File: src/design/wsc_pkg.sv
package wsc_pkg;

   localparam int ANGLE_BITS_DEF = 16;

   localparam int CSR_IDX_W  = 3;
   localparam int CSR_DATA_W = 24;

   localparam logic [CSR_IDX_W-1:0] CSR_SPEED_MAX     = 3'd0;
   localparam logic [CSR_IDX_W-1:0] CSR_SPEED_MIN     = 3'd1;
   localparam logic [CSR_IDX_W-1:0] CSR_ACCEL_MAX     = 3'd2;
   localparam logic [CSR_IDX_W-1:0] CSR_ACCEL_MIN     = 3'd3;
   localparam logic [CSR_IDX_W-1:0] CSR_TURN_RATE_MAX = 3'd4;
   localparam logic [CSR_IDX_W-1:0] CSR_ARRIVE_RADIUS = 3'd5;

   localparam logic [15:0] SPEED_MAX_RST     = 16'd6912;
   localparam logic [15:0] SPEED_MIN_RST     = 16'd51;
   localparam logic [14:0] ACCEL_MAX_RST     = 15'd1024;
   localparam logic [15:0] ACCEL_MIN_RST     = 16'hFE00;
   localparam logic [14:0] TURN_RATE_MAX_RST = 15'd182;
   localparam logic [23:0] ARRIVE_RADIUS_RST = 24'd25600;

   localparam logic [15:0] ANGLE_ZERO    = 16'h0000;
   localparam logic [15:0] QUARTER_TURN  = 16'h4000;
   localparam logic [15:0] HALF_TURN     = 16'h8000;
   localparam logic [15:0] THREE_QUARTER = 16'hC000;

   localparam int VEC_W      = 45;
   localparam int ROT_W      = 34;
   localparam int SQ_W       = 49;
   localparam int PROD_W     = 51;
   localparam int SQRT_STEPS = 25;
   localparam int ITER_W     = 5;
   localparam int NORM_BIT   = 40;

   localparam logic [ROT_W-1:0] KINV_Q30  = 34'd652032874;
   localparam logic [31:0]      RECIP3    = 32'hAAAAAAAB;
   localparam logic [24:0]      DIST_FAR  = 25'h0010000;

   localparam logic [31:0] ATAN_TAB [24] = '{
      32'h20000000, 32'h12E4051E, 32'h09FB385B, 32'h051111D4, 32'h028B0D43, 32'h0145D7E1,
      32'h00A2F61E, 32'h00517C55, 32'h0028BE53, 32'h00145F2F, 32'h000A2F98, 32'h000517CC,
      32'h00028BE6, 32'h000145F3, 32'h0000A2FA, 32'h0000517D, 32'h000028BE, 32'h0000145F,
      32'h00000A30, 32'h00000518, 32'h0000028C, 32'h00000146, 32'h000000A3, 32'h00000051
   };

   typedef enum logic [4:0] {
      OP_NONE, OP_LOAD, OP_PLACE, OP_PREP, OP_SETUP, OP_SQX, OP_SQY, OP_RAD, OP_ARR,
      OP_SQRT, OP_DIV, OP_NORM, OP_BEAR, OP_BFIN, OP_HEAD, OP_CAP, OP_LIMIT, OP_ROT,
      OP_QUAD, OP_MULX, OP_MULY, OP_POS, OP_OUT
   } op_type;

   typedef enum logic [4:0] {
      ST_IDLE, ST_PREP, ST_SETUP, ST_SQX, ST_SQY, ST_RAD, ST_ARR, ST_SQRT, ST_DIV,
      ST_NORM, ST_BEAR, ST_BFIN, ST_HEAD, ST_CAP, ST_LIMIT, ST_ROT, ST_QUAD, ST_MULX,
      ST_MULY, ST_POS, ST_DONE
   } state_type;

   typedef struct packed {
      op_type              op;
      logic [ITER_W-1:0]   iter;
   } cmd_type;

   typedef struct packed {
      logic place;
      logic norm_done;
   } status_type;

   typedef struct packed {
      logic               mode;
      logic signed [31:0] target_x;
      logic signed [31:0] target_y;
      logic [15:0]        leader_heading;
   } req_payload_type;

   typedef struct packed {
      logic signed [31:0] position_x;
      logic signed [31:0] position_y;
      logic [15:0]        speed;
      logic [15:0]        heading;
      logic signed [15:0] turn_rate;
      logic signed [15:0] acceleration;
      logic               arrived;
   } rsp_payload_type;

   function automatic logic [23:0] angle_step(input logic [ITER_W-1:0] i, input int ab);
      logic [32:0] t;
      t = 33'd0;
      if (i < ITER_W'(24)) begin
         t = ({1'b0, ATAN_TAB[i]} + (33'd1 << (31 - ab))) >> (32 - ab);
      end
      return t[23:0];
   endfunction

endpackage

File: src/design/wsc_ctrl.sv
module wsc_ctrl #(
   parameter int ANGLE_BITS = wsc_pkg::ANGLE_BITS_DEF
) (
   input  logic                clock,
   input  logic                reset,
   input  logic                req_valid,
   output logic                req_ready,
   output logic                rsp_valid,
   input  logic                rsp_ready,
   input  wsc_pkg::status_type status,
   output wsc_pkg::cmd_type    cmd
);
   import wsc_pkg::*;

   localparam logic [ITER_W-1:0] CORDIC_LAST = ITER_W'(ANGLE_BITS - 1);
   localparam logic [ITER_W-1:0] SQRT_LAST   = ITER_W'(SQRT_STEPS - 1);

   state_type         state_ff, state_in;
   logic [ITER_W-1:0] iter_ff, iter_in;
   logic              valid_ff, valid_in;

   always_comb begin
      state_in = state_ff;
      unique case (state_ff)
         ST_IDLE:  if (req_valid) state_in = ST_PREP;
         ST_PREP:  state_in = status.place ? ST_DONE : ST_SETUP;
         ST_SETUP: state_in = ST_SQX;
         ST_SQX:   state_in = ST_SQY;
         ST_SQY:   state_in = ST_RAD;
         ST_RAD:   state_in = ST_ARR;
         ST_ARR:   state_in = ST_SQRT;
         ST_SQRT:  if (iter_ff == SQRT_LAST) state_in = ST_DIV;
         ST_DIV:   state_in = ST_NORM;
         ST_NORM:  if (status.norm_done) state_in = ST_BEAR;
         ST_BEAR:  if (iter_ff == CORDIC_LAST) state_in = ST_BFIN;
         ST_BFIN:  state_in = ST_HEAD;
         ST_HEAD:  state_in = ST_CAP;
         ST_CAP:   state_in = ST_LIMIT;
         ST_LIMIT: state_in = ST_ROT;
         ST_ROT:   if (iter_ff == CORDIC_LAST) state_in = ST_QUAD;
         ST_QUAD:  state_in = ST_MULX;
         ST_MULX:  state_in = ST_MULY;
         ST_MULY:  state_in = ST_POS;
         ST_POS:   state_in = ST_DONE;
         ST_DONE:  if (!valid_ff || rsp_ready) state_in = ST_IDLE;
         default:  state_in = ST_IDLE;
      endcase
   end

   always_comb begin
      cmd.op    = OP_NONE;
      cmd.iter  = iter_ff;
      req_ready = 1'b0;
      iter_in   = '0;
      unique case (state_ff)
         ST_IDLE: begin
            req_ready = 1'b1;
            if (req_valid) cmd.op = OP_LOAD;
         end
         ST_PREP:  cmd.op = status.place ? OP_PLACE : OP_PREP;
         ST_SETUP: cmd.op = OP_SETUP;
         ST_SQX:   cmd.op = OP_SQX;
         ST_SQY:   cmd.op = OP_SQY;
         ST_RAD:   cmd.op = OP_RAD;
         ST_ARR:   cmd.op = OP_ARR;
         ST_SQRT: begin
            cmd.op = OP_SQRT;
            if (iter_ff != SQRT_LAST) iter_in = iter_ff + ITER_W'(1);
         end
         ST_DIV:   cmd.op = OP_DIV;
         ST_NORM:  cmd.op = status.norm_done ? OP_NONE : OP_NORM;
         ST_BEAR: begin
            cmd.op = OP_BEAR;
            if (iter_ff != CORDIC_LAST) iter_in = iter_ff + ITER_W'(1);
         end
         ST_BFIN:  cmd.op = OP_BFIN;
         ST_HEAD:  cmd.op = OP_HEAD;
         ST_CAP:   cmd.op = OP_CAP;
         ST_LIMIT: cmd.op = OP_LIMIT;
         ST_ROT: begin
            cmd.op = OP_ROT;
            if (iter_ff != CORDIC_LAST) iter_in = iter_ff + ITER_W'(1);
         end
         ST_QUAD:  cmd.op = OP_QUAD;
         ST_MULX:  cmd.op = OP_MULX;
         ST_MULY:  cmd.op = OP_MULY;
         ST_POS:   cmd.op = OP_POS;
         ST_DONE:  if (!valid_ff || rsp_ready) cmd.op = OP_OUT;
         default:  cmd.op = OP_NONE;
      endcase
   end

   always_comb begin
      valid_in = valid_ff;
      if (cmd.op == OP_OUT) valid_in = 1'b1;
      else if (rsp_ready) valid_in = 1'b0;
   end

   assign rsp_valid = valid_ff;

   always_ff @(posedge clock) begin
      if (reset) begin
         state_ff <= ST_IDLE;
         iter_ff  <= '0;
         valid_ff <= 1'b0;
      end else begin
         state_ff <= state_in;
         iter_ff  <= iter_in;
         valid_ff <= valid_in;
      end
   end

endmodule

File: config.mk
export PLATFORM = sky130hd
export DESIGN_NAME = wsc_ctrl
export DESIGN_NICKNAME = d
export VERILOG_FILES = /design/src/design/wsc_pkg.sv /design/src/design/wsc_ctrl.sv
export SDC_FILE = /design/constraint.sdc
export NUM_CORES = 1
export LEC_CHECK = 0
export BUFFER_PORTS_ARGS = -buffer_cell sky130_fd_sc_hd__buf_2
export CORE_UTILIZATION = 60
export CTS_BUF_LIST = sky130_fd_sc_hd__clkbuf_2
export DETAILED_ROUTE_END_ITERATION = 10
export PLACE_DENSITY = 0.95
export SLEW_MARGIN = 20
export SYNTH_ARGS = -nofsm -noshare
export SYNTH_HDL_FRONTEND = slang
export SYNTH_SLANG_ARGS = --single-unit
export TNS_END_PERCENT = 5
File: constraint.sdc
create_clock -name clock -period 4.54 [get_ports clock]
set_input_delay 0.454 -clock clock [delete_from_list [all_inputs] [get_ports clock]]
set_output_delay 0.454 -clock clock [all_outputs]
set_load 0.02 [all_outputs]
==> impl_metrics.env <==
export IMPL_outcome="finished, final reports clean"
export IMPL_dpl_hpwl_mm=1.44
export IMPL_floorplan_initialDensity=0.650
export IMPL_r2r_start="state_ff[2]"
export IMPL_cp_arrival_ns=1.84
export IMPL_met3_usage=0.0852
export IMPL_grt_max_degree=19
export IMPL_ant_nets=0
export IMPL_grt_usage=0.270
export IMPL_core_area_sq_mm=0.00132
export IMPL_finalNetCount=140
export IMPL_drc=0
export IMPL_min_from="reset"
export IMPL_die_h_um=39.8
export IMPL_fin_util=0.707
export IMPL_holdBufCountCts=0
export IMPL_synth_seq_cells=11
export IMPL_yosysWarnings=0
export IMPL_die_w_um=39.8
export IMPL_fin_crit_sh=0.505
export IMPL_wire_per_inst_um=13.2
export IMPL_clockBufferDepth=2
export IMPL_cts_tree="yes"
export IMPL_critPathLaunch="state_ff[1]"
export IMPL_worstPathMaxFanout=17
export IMPL_p_total_uw=346
export IMPL_cts_buffers=3
export IMPL_ios=18
export IMPL_synth_cell_types=39
export IMPL_busiest_layer="met2"
export IMPL_path_buf_inv=2
export IMPL_drtPass1Iterations=4
export IMPL_layout_commonest_cell="buf_2"
export IMPL_grt_pass1_wl_mm=2.83
export IMPL_syn_num_nets=127
export IMPL_final_cell_mix="17 x buf_2, 13 x nand2_1, 13 x nor2_1"
export IMPL_peakVddDrop_mv=0.290
export IMPL_clk_latency_ns=0.26
export IMPL_antenna_cells=0
export IMPL_cap_violations=0
export IMPL_grt_pass1_vias=657
export IMPL_postCtsSetupRepairBufs=0
export IMPL_antenna_found_initial=0
export IMPL_critPathMaxStageDelay_ns=0.47
export IMPL_relSlewSlack=0.634
export IMPL_finalHoldViolations=0
export IMPL_setup_worst_path_end_class="output pin"
export IMPL_post_cts_resized=0
export IMPL_htreeDepth=1
export IMPL_synthCells=117
export IMPL_crit_type="reg2out"
export IMPL_p_leak_nw=0.408
export IMPL_gp_congestion=0.887
export IMPL_overflow=0
export IMPL_crit_path_cell_trace="or2_1 -> or4_4 -> inv_1 -> nand2_1 -> nand4_1 -> buf_2"
export IMPL_synth_area_per_cell_sq_um=7.31
export IMPL_period_needed_ns=2.29
export IMPL_root_buffer="clkbuf_2"
export IMPL_area_delta_synth_final_pct=8.77
export IMPL_tns_ns=0
export IMPL_hold_slack_ns=0.470
export IMPL_critPathLaunchType="register"
export IMPL_met2_usage=0.422
export IMPL_yosysSeqAreaShare=0.257
export IMPL_grt_use_met1=0.338
export IMPL_tightest_slew_ns=0.548
export IMPL_path_clk_slew_ns=0.10
export IMPL_required_ns=4.09
export IMPL_slew_viol_final=0
export IMPL_p_per_area_mw_per_mm2=372
export IMPL_path_delay_family="simple AND/OR/NAND/NOR gates"
export IMPL_setup_viol=0
export IMPL_cts_sinks=11
export IMPL_drt_iter0_drc=42
export IMPL_skew_ns=0.00814
export IMPL_core_rowCount=13
export IMPL_die_area_sq_mm=0.00158
export IMPL_syn_area_sq_um=856
export IMPL_crit_slowest_cell="dfxtp_1"
export IMPL_max_freq_mhz=436
export IMPL_drive_gt1_frac=0.194
export IMPL_grt_setup_unrepaired="no"
export IMPL_hold_class="in2reg"
export IMPL_vias=871
export IMPL_portBuffers=17
export IMPL_routed_wl_mm=1.90
export IMPL_via_per_inst=6.05
[cells by family after synthesis]
kind of cell | count (synthesis) | synth area share
AOI/OAI and AO/OA | 30 | 0.240
xor gates and xnor gates | 5 | 0.0512
adders and majority gates | 4 | 0.0585
buffers and inverters | 16 | 0.0877
DFF | 11 | 0.257
muxes | 1 | 0.0132
and+or+nand+nor | 50 | 0.292
[synthesized netlist by cell type]
| cell type | count | share of area |
|---|---|---|
| a311oi_1 | 1 | 0.010 |
| a21oi_2 | 1 | 0.010 |
| or2_1 | 1 | 0.0073 |
| or4_1 | 1 | 0.0088 |
| nor3b_1 | 1 | 0.0088 |
| a221o_1 | 1 | 0.012 |
| nand4b_1 | 1 | 0.010 |
| o21ai_1 | 2 | 0.012 |
| nand3_1 | 6 | 0.035 |
| or4_4 | 1 | 0.013 |
| inv_1 | 7 | 0.031 |
| xor2_1 | 1 | 0.010 |
| a32o_1 | 1 | 0.012 |
| o211ai_1 | 1 | 0.0088 |
| nand4_1 | 2 | 0.015 |
| dfxtp_1 | 11 | 0.26 |
| a21oi_1 | 7 | 0.041 |
| o21ai_0 | 6 | 0.035 |
| nor2_1 | 13 | 0.057 |
| and3_1 | 1 | 0.0073 |
| nand2_1 | 13 | 0.057 |
| xnor2_1 | 4 | 0.041 |
| mux2_2 | 1 | 0.013 |
| o211ai_2 | 1 | 0.015 |
| o211a_1 | 1 | 0.012 |
| buf_1 | 1 | 0.0044 |
| o31ai_1 | 2 | 0.018 |
| o21ba_1 | 1 | 0.012 |
| and4b_1 | 1 | 0.012 |
| o32ai_1 | 1 | 0.010 |
| clkbuf_1 | 6 | 0.026 |
| ha_1 | 4 | 0.058 |
| a31oi_1 | 2 | 0.015 |
| nand2b_1 | 2 | 0.015 |
| a22o_1 | 1 | 0.010 |
| nor2b_1 | 4 | 0.029 |
| nor3_1 | 3 | 0.018 |
| o21a_1 | 1 | 0.0088 |
| buf_6 | 2 | 0.026 |
[report_power, final]
group          switching (mW)  internal, mW  total, mW
logic                  0.0878        0.0669      0.155
registers              0.0329         0.105      0.138
clock network          0.0307        0.0234     0.0541
total                   0.151         0.195      0.346
[metal layers]
metal	vias up	wire [um]
met5	-	0
met4	0	54
met2	38	869
met1	393	859
met3	6	113
li1	434	-
[registers in the layout, indices dropped and copies added, names as in the netlist]
register   cells
state_ff       5
iter_ff        5
rsp_valid      1
[final cells by class]
cell class                      count  area (sq um)
Timing Repair Buffer               17          85.1
Multi-Input combinational cell     90           561
Fill cell                         108           387
Sequential cell                    11           220
Clock buffer                        4          20.0
Tap cell                           15          18.8
Inverter                            7          26.3
[per-stage QoR]
step | cells | cell area (sq um) | worst slack, ns
2_1_floorplan | 117 | 856 | 2.60
3_3_place_gp | 140 | 911 | 2.57
3_5_place_dp | 140 | 911 | 2.53
4_1_cts | 144 | 931 | 2.24
5_1_grt | 144 | 931 | 2.13
6_report | 144 | 931 | 2.25
[path summary, 6_finish.rpt]
| path | slack (ns) | cells after the start | to |
|---|---|---|---|
| min | 0.47 | 2 | state_ff[4] |
| min reg2reg | 0.48 | 1 | iter_ff[0] |
| max | 2.25 | 6 | cmd[5] |
| max reg2reg | 2.50 | 5 | state_ff[0] |
Power figures use the tool's default switching activity.
